===== src/rtl/button_debounce_click_classifier_top_defines.svh =====
// ----------------------------------------------------------------------------
// Button debounce click classifier assertion macros
// Shared concurrent assertion forms, clocked on clk with reset rst_n.
// ----------------------------------------------------------------------------
`ifndef BUTTON_DEBOUNCE_CLICK_CLASSIFIER_TOP_DEFINES_SVH
`define BUTTON_DEBOUNCE_CLICK_CLASSIFIER_TOP_DEFINES_SVH

// same-cycle implication, disabled during reset
`define BDC_ASSERT_NOW(label, ante, cons, msg) \
    label: assert property (@(posedge clk) disable iff (!rst_n) (ante) |-> (cons)) \
        else $error(msg);

// next-cycle implication, disabled during reset
`define BDC_ASSERT_NEXT(label, ante, cons, msg) \
    label: assert property (@(posedge clk) disable iff (!rst_n) (ante) |=> (cons)) \
        else $error(msg);

`endif


===== src/rtl/bdc_pkg.sv =====
// ----------------------------------------------------------------------------
// Button debounce click classifier package
// Widths, register indexes, reset values, phase and event codes.
// ----------------------------------------------------------------------------
package bdc_pkg;

    // field widths
    localparam int TIME_W     = 32;
    localparam int CFG_DATA_W = 16;
    localparam int CFG_IDX_W  = 2;
    localparam int PHASE_W    = 3;
    localparam int EVENT_W    = 2;
    localparam int TOTAL_W    = 3;

    // default press count limit
    localparam int MAX_PRESSES_DEF = 7;

    // configuration register indexes
    localparam logic [CFG_IDX_W-1:0] CFG_SETTLE = 2'd0;
    localparam logic [CFG_IDX_W-1:0] CFG_LONG   = 2'd1;
    localparam logic [CFG_IDX_W-1:0] CFG_GAP    = 2'd2;
    localparam logic [CFG_IDX_W-1:0] CFG_ACTIVE = 2'd3;

    // configuration reset values
    localparam logic [CFG_DATA_W-1:0] SETTLE_RST = 16'd50;
    localparam logic [CFG_DATA_W-1:0] LONG_RST   = 16'd1000;
    localparam logic [CFG_DATA_W-1:0] GAP_RST    = 16'd400;
    localparam logic                  ACTIVE_RST = 1'b1;

    // phase codes
    localparam logic [PHASE_W-1:0] PH_IDLE    = 3'd0;
    localparam logic [PHASE_W-1:0] PH_PRESS   = 3'd1;
    localparam logic [PHASE_W-1:0] PH_HOLD    = 3'd2;
    localparam logic [PHASE_W-1:0] PH_RELEASE = 3'd3;
    localparam logic [PHASE_W-1:0] PH_WAIT    = 3'd4;

    // event codes
    localparam logic [EVENT_W-1:0] EV_NONE  = 2'd0;
    localparam logic [EVENT_W-1:0] EV_LONG  = 2'd1;
    localparam logic [EVENT_W-1:0] EV_MULTI = 2'd2;

endpackage


===== src/rtl/button_debounce_click_classifier_top.sv =====
// ----------------------------------------------------------------------------
// Button debounce click classifier
// Debounces polled switch samples and classifies long and multi presses.
// ----------------------------------------------------------------------------
// Each request carries a raw switch level and a millisecond timestamp and
// yields exactly one result: the debounced level, an event code and a press
// count. One request is taken per clock cycle while the input register is
// free or the result register can advance. A request is captured in the
// input register when accepted and moves to the result register when that
// register is empty or is being taken by a ready output side. A stalled
// result holds the input register, and new requests wait only while both
// registers are full. The rate is set by the single classify stage, whose
// state updates with one 32-bit subtract and compare per timer.
// Configuration writes via cfg_we take effect at once and are to be made
// only while the block is idle; the block itself does not enforce this.
`include "button_debounce_click_classifier_top_defines.svh"

module button_debounce_click_classifier_top #(
    parameter int MAX_PRESSES = bdc_pkg::MAX_PRESSES_DEF
) (
    input  logic                           clk,
    input  logic                           rst_n,
    // configuration write port
    input  logic                           cfg_we,
    input  logic [bdc_pkg::CFG_IDX_W-1:0]  cfg_index,
    input  logic [bdc_pkg::CFG_DATA_W-1:0] cfg_data,
    // poll requests
    input  logic                           in_valid,
    output logic                           in_ready,
    input  logic                           raw_level,
    input  logic [bdc_pkg::TIME_W-1:0]     now_ms,
    // results
    output logic                           out_valid,
    input  logic                           out_ready,
    output logic                           clean_level,
    output logic [bdc_pkg::EVENT_W-1:0]    event_kind,
    output logic [bdc_pkg::TOTAL_W-1:0]    press_total
);
    import bdc_pkg::*;

    localparam int TALLY_W = $clog2(MAX_PRESSES + 1);
    localparam logic [TALLY_W-1:0] TALLY_MAX = TALLY_W'(MAX_PRESSES);
    localparam logic [TALLY_W-1:0] TALLY_ONE = TALLY_W'(1);

    // configuration registers
    logic [CFG_DATA_W-1:0] settle_reg;
    logic [CFG_DATA_W-1:0] long_reg;
    logic [CFG_DATA_W-1:0] gap_reg;
    logic                  active_reg;

    // input stage
    logic              stg_valid_reg;
    logic              stg_raw_reg;
    logic [TIME_W-1:0] stg_now_reg;

    // classifier state
    logic               stable_reg, stable_next;
    logic               last_raw_reg;
    logic [TIME_W-1:0]  last_change_reg, last_change_next;
    logic [PHASE_W-1:0] phase_reg, phase_next;
    logic [TALLY_W-1:0] tally_reg, tally_next;
    logic [TIME_W-1:0]  press_start_reg, press_start_next;
    logic [TIME_W-1:0]  release_reg, release_next;

    // result register
    logic               out_valid_reg;
    logic               clean_reg;
    logic [EVENT_W-1:0] event_reg, event_next;
    logic [TOTAL_W-1:0] total_reg, total_next;

    logic                       advance;
    logic                       changed;
    logic                       pressed;
    logic [TIME_W-1:0]          elapsed;
    logic [TIME_W-1:0]          held_span;
    logic [TIME_W-1:0]          gap_time;
    logic [TALLY_W+TOTAL_W-1:0] tally_ext;

    // handshake
    assign advance  = !out_valid_reg || out_ready;
    assign in_ready = !stg_valid_reg || advance;

    // configuration writes
    always_ff @(posedge clk or negedge rst_n)
    begin
        if (!rst_n)
        begin
            settle_reg <= SETTLE_RST;
            long_reg   <= LONG_RST;
            gap_reg    <= GAP_RST;
            active_reg <= ACTIVE_RST;
        end
        else if (cfg_we)
        begin
            unique case (cfg_index)
                CFG_SETTLE: settle_reg <= cfg_data;
                CFG_LONG:   long_reg   <= cfg_data;
                CFG_GAP:    gap_reg    <= cfg_data;
                CFG_ACTIVE: active_reg <= cfg_data[0];
                default:    ;
            endcase
        end
    end

    // input stage valid
    always_ff @(posedge clk or negedge rst_n)
    begin
        if (!rst_n)
        begin
            stg_valid_reg <= 1'b0;
        end
        else if (in_ready)
        begin
            stg_valid_reg <= in_valid;
        end
    end

    // input stage payload
    always_ff @(posedge clk)
    begin
        if (in_valid && in_ready)
        begin
            stg_raw_reg <= raw_level;
            stg_now_reg <= now_ms;
        end
    end

    // debounce
    always_comb
    begin
        changed          = stg_raw_reg != last_raw_reg;
        elapsed          = changed ? '0 : stg_now_reg - last_change_reg;
        last_change_next = changed ? stg_now_reg : last_change_reg;
        stable_next      = (elapsed > TIME_W'(settle_reg)) ? stg_raw_reg : stable_reg;
        pressed          = stable_next == active_reg;
    end

    // phase machine
    always_comb
    begin
        held_span        = stg_now_reg - press_start_reg;
        gap_time         = stg_now_reg - release_reg;
        tally_ext        = {{TOTAL_W{1'b0}}, tally_reg};
        phase_next       = phase_reg;
        tally_next       = tally_reg;
        press_start_next = press_start_reg;
        release_next     = release_reg;
        event_next       = EV_NONE;
        total_next       = '0;
        unique case (phase_reg)
            PH_PRESS:
            begin
                press_start_next = stg_now_reg;
                if (tally_reg < TALLY_MAX)
                begin
                    tally_next = tally_reg + TALLY_ONE;
                end
                phase_next = PH_HOLD;
            end
            PH_HOLD:
            begin
                if (!pressed)
                begin
                    phase_next = PH_RELEASE;
                end
            end
            PH_RELEASE:
            begin
                release_next = stg_now_reg;
                if (held_span > TIME_W'(long_reg) && tally_reg == TALLY_ONE)
                begin
                    event_next = EV_LONG;
                    phase_next = PH_IDLE;
                end
                else
                begin
                    phase_next = PH_WAIT;
                end
            end
            PH_WAIT:
            begin
                if (gap_time < TIME_W'(gap_reg))
                begin
                    if (pressed)
                    begin
                        phase_next = PH_PRESS;
                    end
                end
                else
                begin
                    event_next = EV_MULTI;
                    total_next = tally_ext[TOTAL_W-1:0];
                    phase_next = PH_IDLE;
                end
            end
            // idle and unused codes
            default:
            begin
                tally_next       = '0;
                press_start_next = '0;
                release_next     = '0;
                phase_next       = pressed ? PH_PRESS : PH_IDLE;
            end
        endcase
    end

    // state update
    always_ff @(posedge clk or negedge rst_n)
    begin
        if (!rst_n)
        begin
            stable_reg      <= 1'b0;
            last_raw_reg    <= 1'b0;
            last_change_reg <= '0;
            phase_reg       <= PH_IDLE;
            tally_reg       <= '0;
            press_start_reg <= '0;
            release_reg     <= '0;
        end
        else if (stg_valid_reg && advance)
        begin
            stable_reg      <= stable_next;
            last_raw_reg    <= stg_raw_reg;
            last_change_reg <= last_change_next;
            phase_reg       <= phase_next;
            tally_reg       <= tally_next;
            press_start_reg <= press_start_next;
            release_reg     <= release_next;
        end
    end

    // result valid
    always_ff @(posedge clk or negedge rst_n)
    begin
        if (!rst_n)
        begin
            out_valid_reg <= 1'b0;
        end
        else if (advance)
        begin
            out_valid_reg <= stg_valid_reg;
        end
    end

    // result payload
    always_ff @(posedge clk)
    begin
        if (stg_valid_reg && advance)
        begin
            clean_reg <= stable_next;
            event_reg <= event_next;
            total_reg <= total_next;
        end
    end

    assign out_valid   = out_valid_reg;
    assign clean_level = clean_reg;
    assign event_kind  = event_reg;
    assign press_total = total_reg;

    // checks
    `BDC_ASSERT_NOW(a_total_only_multi, out_valid_reg && event_reg != EV_MULTI, total_reg == '0, "press total outside multi press event")
    `BDC_ASSERT_NOW(a_tally_bound, 1'b1, tally_reg <= TALLY_MAX, "press tally above limit")
    `BDC_ASSERT_NOW(a_hold_has_press, phase_reg == PH_HOLD || phase_reg == PH_RELEASE, tally_reg != '0, "hold without counted press")
    `BDC_ASSERT_NEXT(a_stage_kept, stg_valid_reg && !advance, stg_valid_reg && $stable(stg_now_reg), "stalled request lost")

endmodule

===== config.mk =====
export PLATFORM = sky130hd
export DESIGN_NAME = button_debounce_click_classifier_top
export DESIGN_NICKNAME = d
export VERILOG_FILES = /design/src/rtl/bdc_pkg.sv /design/src/rtl/button_debounce_click_classifier_top.sv
export VERILOG_INCLUDE_DIRS = /design/src /design/src/rtl
export SDC_FILE = /design/constraint.sdc
export NUM_CORES = 1
export LEC_CHECK = 0
export BUFFER_PORTS_ARGS = -buffer_cell sky130_fd_sc_hd__clkbuf_2
export CAP_MARGIN = 5
export CELL_PAD_IN_SITES_DETAIL_PLACEMENT = 0
export CELL_PAD_IN_SITES_GLOBAL_PLACEMENT = 2
export CORE_ASPECT_RATIO = 0.7
export CORE_MARGIN = 4
export CORE_UTILIZATION = 36
export CTS_CLUSTER_SIZE = 8
export DETAILED_ROUTE_END_ITERATION = 7
export PLACE_DENSITY_LB_ADDON = 0.1
export SKIP_CTS_REPAIR_TIMING = 1
export SLEW_MARGIN = 25
export SYNTH_ARGS = -nofsm -noshare
export SYNTH_HDL_FRONTEND = slang
export SYNTH_SLANG_ARGS = --single-unit

===== constraint.sdc =====
create_clock -name clk -period 4.5 [get_ports clk]
set_clock_uncertainty 0.05 [all_clocks]
set_input_delay 0.225 -clock clk [delete_from_list [all_inputs] [get_ports clk]]
set_output_delay 0.225 -clock clk [all_outputs]
set_load 0.005 [all_outputs]

# After elaboration in Yosys (flattened, before gate mapping)
# Cells that the tools add are included.
dict set report totals {
  input_bits 56
  elab_cells 77
  regBits 194
}
dict set report classes {
  eq_ne 13
  n_addsub 4
  bitwise_logic 3
  magnitude_cmp 4
  reduce_logical 20
  mux 15
}
# op count
set ops {}
lappend ops {{case mux 32 bit (2 select lines)} 2}
lappend ops {{subtractor 32 bit} 3}
lappend ops {{greater-than comparator 32 x 16 -> 1 bit} 2}
lappend ops {{< comparator 32 x 16 -> 1 bit} 1}
lappend ops {{two-way mux 32 bit} 1}
lappend ops {{two-way mux 3 bit} 5}
lappend ops {{AND reduction 2 bit} 7}
lappend ops {{case mux 3 bit (4 select lines)} 1}
lappend ops {{equality test 3 x 1 -> 1 bit, second input constant} 2}
lappend ops {{equality test 3 x 2 -> 1 bit, second input constant} 2}
lappend ops {{case mux 3 bit (2 select lines)} 1}
lappend ops {{AND reduction 3 bit} 2}
lappend ops {{OR reduction 3 bit} 2}
lappend ops {{equality test 2 bit, second input constant} 2}
lappend ops {{inequality test 2 bit, second input constant} 2}
lappend ops {{case mux 2 bit (2 select lines)} 1}
lappend ops {{adder 3 x 1 -> 3 bit, second input constant} 1}
lappend ops {{equality test 3 bit, second input constant} 1}
lappend ops {{logical AND 1 bit} 3}
lappend ops {{< comparator 3 bit, second input constant} 1}
lappend ops {{two-way mux 1 bit} 3}
lappend ops {{inequality test 3 bit, second input constant} 1}
lappend ops {{NOT 1 bit} 3}
lappend ops {{equality test 2 x 1 -> 1 bit, second input constant} 1}
lappend ops {{7 further kinds} 9}

# Logic depth before layout (Yosys ltp)
# Gate-level depths: netlist of run 1.
dict set report logic_depth {
  depth_word 8
  depth_mapped 24
  depth_no_buf 24
}

# Worst setup path after synthesis of run 1
# No wires, ideal clock.
dict set report synth_path {
  path_type {reg2reg}
  from {register stg_now_reg[4]}
  to {register phase_reg[0]}
  t_required_ns 4.358
  path_stages_with_launch 21
  setup_time_ns 0.092
  setup_slack_ns -0.192
  arrival_ns 4.550
  n_path_buf 0
  cell_sequence {edfxtp_1 ha_1 a21o_1 a31oi_1 a21oi_1 or4b_4 xnor2_1 nor2_1 ha_1 a21o_1 a21o_1 a211o_1 o21ai_0 nand4_1 a2111o_1 nand4bb_1 o211ai_1 inv_2 xnor2_1 or4_1 o2111ai_1}
}
dict set report synth_via {
  elab_chain_len 7
}
# element line
set synth_rtl {}
lappend synth_rtl {{from (decl)} button_debounce_click_classifier_top.sv:54} ;# logic [TIME_W-1:0] stg_now_reg;
lappend synth_rtl {{from (signal assigned)} button_debounce_click_classifier_top.sv:124} ;# stg_now_reg <= now_ms;
lappend synth_rtl {{subtractor 32 bit (*)} button_debounce_click_classifier_top.sv:132} ;# elapsed = changed ? '0 : stg_now_reg - last_change_reg;
lappend synth_rtl {{two-way mux 32 bit (*)} button_debounce_click_classifier_top.sv:132}
lappend synth_rtl {{greater-than comparator 32 x 16 -> 1 bit (*)} button_debounce_click_classifier_top.sv:134} ;# stable_next = (elapsed > TIME_W'(settle_reg)) ? stg_raw_reg : stable_reg;
lappend synth_rtl {{two-way mux 1 bit (*)} button_debounce_click_classifier_top.sv:134}
lappend synth_rtl {{via stable_next} button_debounce_click_classifier_top.sv:57} ;# logic stable_reg, stable_next;
lappend synth_rtl {{equality test 1 bit (*)} button_debounce_click_classifier_top.sv:135} ;# pressed = stable_next == active_reg;
lappend synth_rtl {{two-way mux 1 bit (tied with other cells)} button_debounce_click_classifier_top.sv:202} ;# phase_next = pressed ? PH_PRESS : PH_IDLE;
lappend synth_rtl {{case mux 3 bit (4 select lines) / AND reduction 3 bit (equally long branches)} n/a}
lappend synth_rtl {{to (signal assigned)} button_debounce_click_classifier_top.sv:225} ;# phase_reg <= phase_next;
lappend synth_rtl {{to (decl)} button_debounce_click_classifier_top.sv:60} ;# logic [PHASE_W-1:0] phase_reg, phase_next;
# The timed path passes the listed nets; every way through them passes the cells marked *.
# A chain may end at the register's enable or synchronous reset.

# Final worst setup path of run 1
dict set report layout_path {
  from {register stg_now_reg[5]}
  to {register phase_reg[0]}
}
# The elaborated chain is that of the path after synthesis.

==> results.yml, run 1 <==
worst_setup_path:
  critPathLaunch: "stg_now_reg[5]"
  crit_family: "compound AO/OA/AOI/OAI gates"
  endpoint: "phase_reg[0]"
  crit_buf_inv: 1
  cp_max_fo: 3
  crit_type: "register to register"
  cpPeakStageDelay_ns: 0.57
  cp_num_cells: 20
  critPathCaptureType: "register"
  worst_ep_required_time_ns: 4.82
  r2r_setup_slack_ns: -0.47
  cp-start-kind: "register"
  reg2reg_depth: 20
  slowest_stage: "or4b_4"
  rr_endpoint: "phase_reg[0]"
  crit_arrival_ns: 5.30
  r2r-start: "stg_now_reg[5]"
  path_cells: "ha_1 > a21oi_1 > o211ai_1 > o2111a_1 > or4b_4 > xnor2_2 > nor2_1 > ha_1 > a21o_1 > a21o_1 > a211o_1 > o21ai_2 > nand4_1 > a2111o_1 > nand4bb_1 > o211ai_1 > inv_2 > xnor2_2 > or4_1 > o2111ai_1"
grt:
  grt_overflow: 0
  grt_pass1_vias: 11988
  antenna_found_initial: 3
  grt_first_pass_wirelength_um: 68900
  grt_max_degree: 85
  grt_usage: 0.208
power_and_ir_drop:
  power.leakage_nw: 7.91
  p_clk_frac: 0.149
  p_per_area_nw_per_um2: 611
  vdd_drop_max_mv: 0.298
  netSwitchingFraction: 0.441
  seq_power_share: 0.237
  power.share.combinational: 0.614
  switching_power_mw: 4.77
  power_mw: 10.8
  internal_power_mw: 6.04
worst_hold_path:
  hold_class: "primary input to register"
finish:
  area_growth_syn_to_layout_pct: 25.1
  drive_gt1_frac: 0.230
  num-nets-final: 2078
  n_antenna_cell: 0
  fin_cells: 2417
clock_network:
  cts_tree: "built"
  clkTransAtPathRegs_ns: 0.09
  cts-root-buf: "clkbuf_16"
  clkLatencyLatePin_ns: 0.46
  htree_levels: 4
  clkSinkCount: 194
  cts_buffers: 17
  clk_path_buf_depth: 2
routing:
  antenna_left: 0
  drtPass1Iterations: 5
  drtIter0Drc: 858
  wirelength_um: 44800
  vias: 12481
  wl_per_cell_um: 18.5
  vias_per_cell: 5.16
  drc: 0
synthesis:
  ys_types: 81
  ys_warn_count: 0
  syn_area_um2: 14100
  synthTopCellsByArea: "dfrtp_1 25%, ha_1 13%, edfxtp_1 8.3%"
  synthFlopType: "dfrtp_1"
  synth_edf_count: 39
  ys_ff_latch: 194
  yosysMostFrequentCell: "nand2_1"
  synthTopCellsByCount: "218 x nand2_1, 174 x inv_1, 142 x dfrtp_1, 142 x ha_1, 129 x o21ai_0"
  yosysTopAreaCell: "dfrtp_1"
  synth-async-reset-ratio: 0.799
  syn_area_per_cell_um2: 8.75
  synth-seq-area-share: 0.358
  synth_fp_nets: 1816
  syn_inst: 1615
  synth.top_cell.area_share: 0.251
timing:
  fin_ws_ns: -0.472
  fmax_mhz: 201
  tightest_slew_ns: 0.973
  finalSetupViolCount: 7
  setup-tns-final_ns: -1.72
  slew_headroom: 0.349
  post-route-period-util: 1.10
  post-route-min-period_ns: 4.97
  hold_violations: 0
  maxSlewViolCount: 0
  whs_ns: 0.00975
  rsz0062_at_grt: "true"
floorplan:
  coreArea_um2: 38600
  die_y_um: 174
  boundaryPins: 64
  dieWidth_um: 245
  row_count: 60
  initial_utilization: 0.366
  die_area_um2: 42600
placement:
  io_buffers: 63
  dp.cells: 2337
  gp_congestion: 0.893
  dpl.hpwl_um: 35000
outcome:
  violations: "setup timing"
  outcome: "complete, but fails checks"
flow_run:
  maxCapViolCount: 0
-- per-stage QoR --
stage	cell area (um2)	setup slack, ns	utilization
after floorplan	14200	-0.0176	-
after global placement	16400	-0.465	0.426
after detailed placement	16400	-0.538	0.426
after CTS	17000	-0.549	0.441
after global routing	17700	-0.695	0.458
final	17700	-0.472	0.458
-- per-layer routing --
metal,GRT usage,up-vias,routed length [um]
met5,0,-,0
met3,0.0283,20,1340
met4,0.0290,0,273
li1,-,6244,-
met2,0.300,168,18700
met1,0.335,6049,24500
-- power by group through the flow --
stage / Combinational (mW) / Sequential [mW] / Clock [mW]
6_report: 6.64 / 2.57 / 1.61
5_1_grt: 7.43 / 2.63 / 1.72
4_1_cts: 6.41 / 2.57 / 1.65
3_5_place_dp: 6.38 / 2.61 / 0
3_3_place_gp: 6.34 / 2.58 / 0
2_1_floorplan: 4.20 / 2.50 / 0
-- cell families (layout without fill, tap and decap cells) --
logic type / Yosys count / in the layout / synth area share
fa+ha+maj: 145 / 145 / 0.130
xor+xnor: 67 / 67 / 0.0415
mux: 72 / 72 / 0.0567
buf+inv: 234 / 509 / 0.0622
simple gates: 458 / 458 / 0.152
compound gates: 445 / 445 / 0.200
flops: 194 / 194 / 0.358
-- area by class of cell --
cell class | instances | area [um2]
sequential | 194 | 5070
inverter | 176 | 661
clock inverter | 13 | 139
clock buffer | 19 | 454
tap | 527 | 659
multi-input combinational | 1187 | 8450
fill | 3876 | 20900
timing repair buffer | 301 | 2260
-- worst min-delay path by stage --
| stage | slack, ns | depth (start not counted) | end | from |
|---|---|---|---|---|
| after floorplan | -0.12 | 0 | gap_reg[0] | rst_n |
| after global routing | 0.004 | 2 | settle_reg[0] | cfg_data[0] |
| after global placement | 0.25 | 1 | settle_reg[8] | rst_n |
| after detailed placement | 0.26 | 1 | settle_reg[8] | rst_n |
| after CTS | -0.25 | 1 | settle_reg[8] | rst_n |
| final | 0.01 | 3 | settle_reg[4] | cfg_data[4] |
-- layout by cell type (no fill, tap or decap), drive strengths merged, types with 10 or more instances in the layout --
cell | Yosys | layout
dlygate4sd3 | 0 | 37
nand4 | 27 | 27
o211ai | 21 | 21
o21a | 13 | 13
o31ai | 13 | 13
nor3 | 21 | 21
edfxtp | 39 | 39
a211oi | 15 | 15
xor2 | 22 | 22
nand2b | 15 | 15
nand2 | 218 | 218
a21oi | 107 | 107
o21ai | 140 | 140
buf | 2 | 202
and2 | 10 | 10
dfstp | 13 | 13
nand3 | 32 | 32
nor2 | 72 | 72
a31oi | 14 | 14
dfrtp | 142 | 142
and3 | 11 | 11
o21bai | 10 | 10
xnor2 | 45 | 45
mux2 | 65 | 65
clkbuf | 56 | 81
inv | 175 | 182
a21o | 49 | 49
ha | 142 | 142
-- worst reg2reg max path: cells and delay by family, from the launching register on --
family / cells / cell delay [ns]
compound gates: 10 / 2.09
simple gates: 5 / 1.32
fa+ha+maj: 2 / 0.57
flops: 1 / 0.45
xor+xnor: 2 / 0.32
buf+inv: 1 / 0.09
No activity file was read; power rests on OpenSTA's default activity.
==> inputs of run 2 (changes only) <==
Settings changed: CORE_ASPECT_RATIO 0.7 to default.
==> run 2 against run 1 <==
Compared with the run above:
- the run still ends with setup timing left
- final area rose by 2.1%
- first-iteration DRC count fell by 46%
- maximum frequency rose by 1.4%
- sequential power barely moved
- via count fell by 0.94%
- sequential share of layout area fell by 0.60 points
- worst setup slack improved by 0.067 ns
- register-to-register slack improved by 0.07 ns
- global-route usage rose by 0.96 points
- largest cell class unchanged
==> results.yml, run 2 (same netlist as run 1, synthesis figures left out) <==
worst_setup_path:
  crit_arrival_ns: 5.26
  cp_max_fo: 3
  reg2reg_depth: 21
  critPathCaptureType: "register"
  crit_type: "register to register"
  cp-start-kind: "register"
  worst_ep_required_time_ns: 4.86
worst_hold_path:
  min_delay_path_depth: 3
  hold_class: "primary input to register"
grt:
  grt_first_pass_wirelength_um: 70000
  grt_max_degree: 84
  antenna_found_initial: 2
  grt_usage: 0.218
  grt_pass1_vias: 12010
  grt_overflow: 0
clock_network:
  htree_levels: 4
  cts_buffers: 17
  clkLatencyLatePin_ns: 0.49
  clk_path_buf_depth: 2
  clkSinkCount: 194
  clkTransAtPathRegs_ns: 0.08
  cts_tree: "built"
  cts-root-buf: "clkbuf_16"
placement:
  dp_slack_ns: -1.04
  dp.cells: 2338
  io_buffers: 63
  gp_congestion: 0.895
  dpl.hpwl_um: 35800
finish:
  mostFrequentLayoutCells: "215 x nand2_1, 214 x buf_4, 172 x inv_1"
  multi_input_area_um2: 8670
  ff_latch_area_um2: 5070
  layout_commonest_cell: "nand2_1"
  n_antenna_cell: 0
  fillCellCount: 3849
  drive_gt1_frac: 0.250
  fin_cells: 2437
  num-nets-final: 2107
  area_growth_syn_to_layout_pct: 27.8
timing:
  fin_ws_ns: -0.405
  hold_violations: 0
  slew_headroom: 0.391
  fmax_mhz: 204
  tightest_slew_ns: 0.911
  rsz0062_at_grt: "true"
  finalSetupViolCount: 8
  post-route-period-util: 1.09
  post-route-min-period_ns: 4.90
  setup-tns-final_ns: -1.75
  maxSlewViolCount: 0
power_and_ir_drop:
  netSwitchingFraction: 0.436
  p_clk_frac: 0.138
  p_per_area_nw_per_um2: 606
  power.share.combinational: 0.629
  seq_power_share: 0.233
  internal_power_mw: 6.18
  switching_power_mw: 4.77
  vdd_drop_max_mv: 0.372
  power.leakage_nw: 8.05
floorplan:
  coreArea_um2: 38700
  die_area_um2: 42500
  row_count: 72
  initial_utilization: 0.365
  boundaryPins: 64
  dieWidth_um: 206
  die_y_um: 206
routing:
  drtPass1Iterations: 5
  vias_per_cell: 5.07
  drc: 0
  wirelength_um: 45200
  antenna_left: 0
  wl_per_cell_um: 18.6
  drtIter0Drc: 460
  vias: 12364
flow_run:
  maxCapViolCount: 0
outcome:
  outcome: "complete, but fails checks"
  violations: "setup timing"
run 2: changes by cell type in the layout (fill, tap and decap cells not counted), moves of 5 or more:
| cell | change |
|---|---|
| dlygate4sd3_1 | +9 |
| a21oi_1 | -7 |
| ha_1 | -7 |
| a21oi_2 | +5 |
| ha_4 | +8 |
| buf_4 | +19 |
run 2: through the flow:
stage	util	total power, mW	area (um2)	hold WS, ns
6_report	0.466	11.0	18100	0.00438
5_1_grt	0.466	12.0	18100	0.0132
4_1_cts	0.439	10.6	17000	-0.257
3_5_place_dp	0.425	9.08	16500	0.298
3_3_place_gp	0.425	9.03	16500	0.298
2_1_floorplan	-	6.70	14200	-0.121
run 2: worst paths after layout:
path / startpoint / to / slack, ns
setup / recovery: stg_now_reg[4] / phase_reg[0] / -0.40
hold / removal: cfg_data[11] / settle_reg[11] / 0.004
setup reg to reg: stg_now_reg[4] / phase_reg[0] / -0.40
hold reg to reg: press_start_reg[27] / press_start_reg[27] / 0.43
max in group asynchronous: rst_n / last_change_reg[27] / 3.17
min in group asynchronous: rst_n / settle_reg[6] / 0.32
run 2: critical path, stage by stage, from the launching register on:
cell       delay [ns]
edfxtp_1         0.43
buf_6            0.15
ha_4             0.22
a21o_1           0.19
a31oi_4          0.17
a21oi_2          0.08
or4b_4           0.54
xnor2_2          0.15
nor2_1           0.11
ha_1             0.25
a21o_1           0.16
a21o_1           0.17
a211o_1          0.28
o21ai_2          0.22
nand4_1          0.14
a2111o_1         0.45
nand4bb_1        0.20
o211ai_1         0.13
inv_2            0.08
xnor2_2          0.14
or4_4            0.41
o2111ai_2        0.08
run 2: final cells by class:
cell class,instances,share of cell area
clock inverter,10,0.00395
timing repair buffer,330,0.137
inverter,176,0.0366
sequential,194,0.280
tap,518,0.0359
multi-input combinational,1187,0.480
clock buffer,22,0.0263
run 2: power by group through the flow:
stage,Sequential (mW),Combinational (mW),Clock (mW)
6_report,2.56,6.89,1.51
5_1_grt,2.62,7.73,1.63
4_1_cts,2.56,6.51,1.57
3_5_place_dp,2.59,6.48,0
3_3_place_gp,2.58,6.45,0
2_1_floorplan,2.50,4.20,0
run 2: per-layer routing:
layer  GRT usage  vias to the layer above  wire length, um
met5           0                        -               12
met4      0.0573                        2              675
met3      0.0436                       38             1450
met2       0.324                      141            19700
met1       0.323                     5879            23400
li1            -                     6304                -
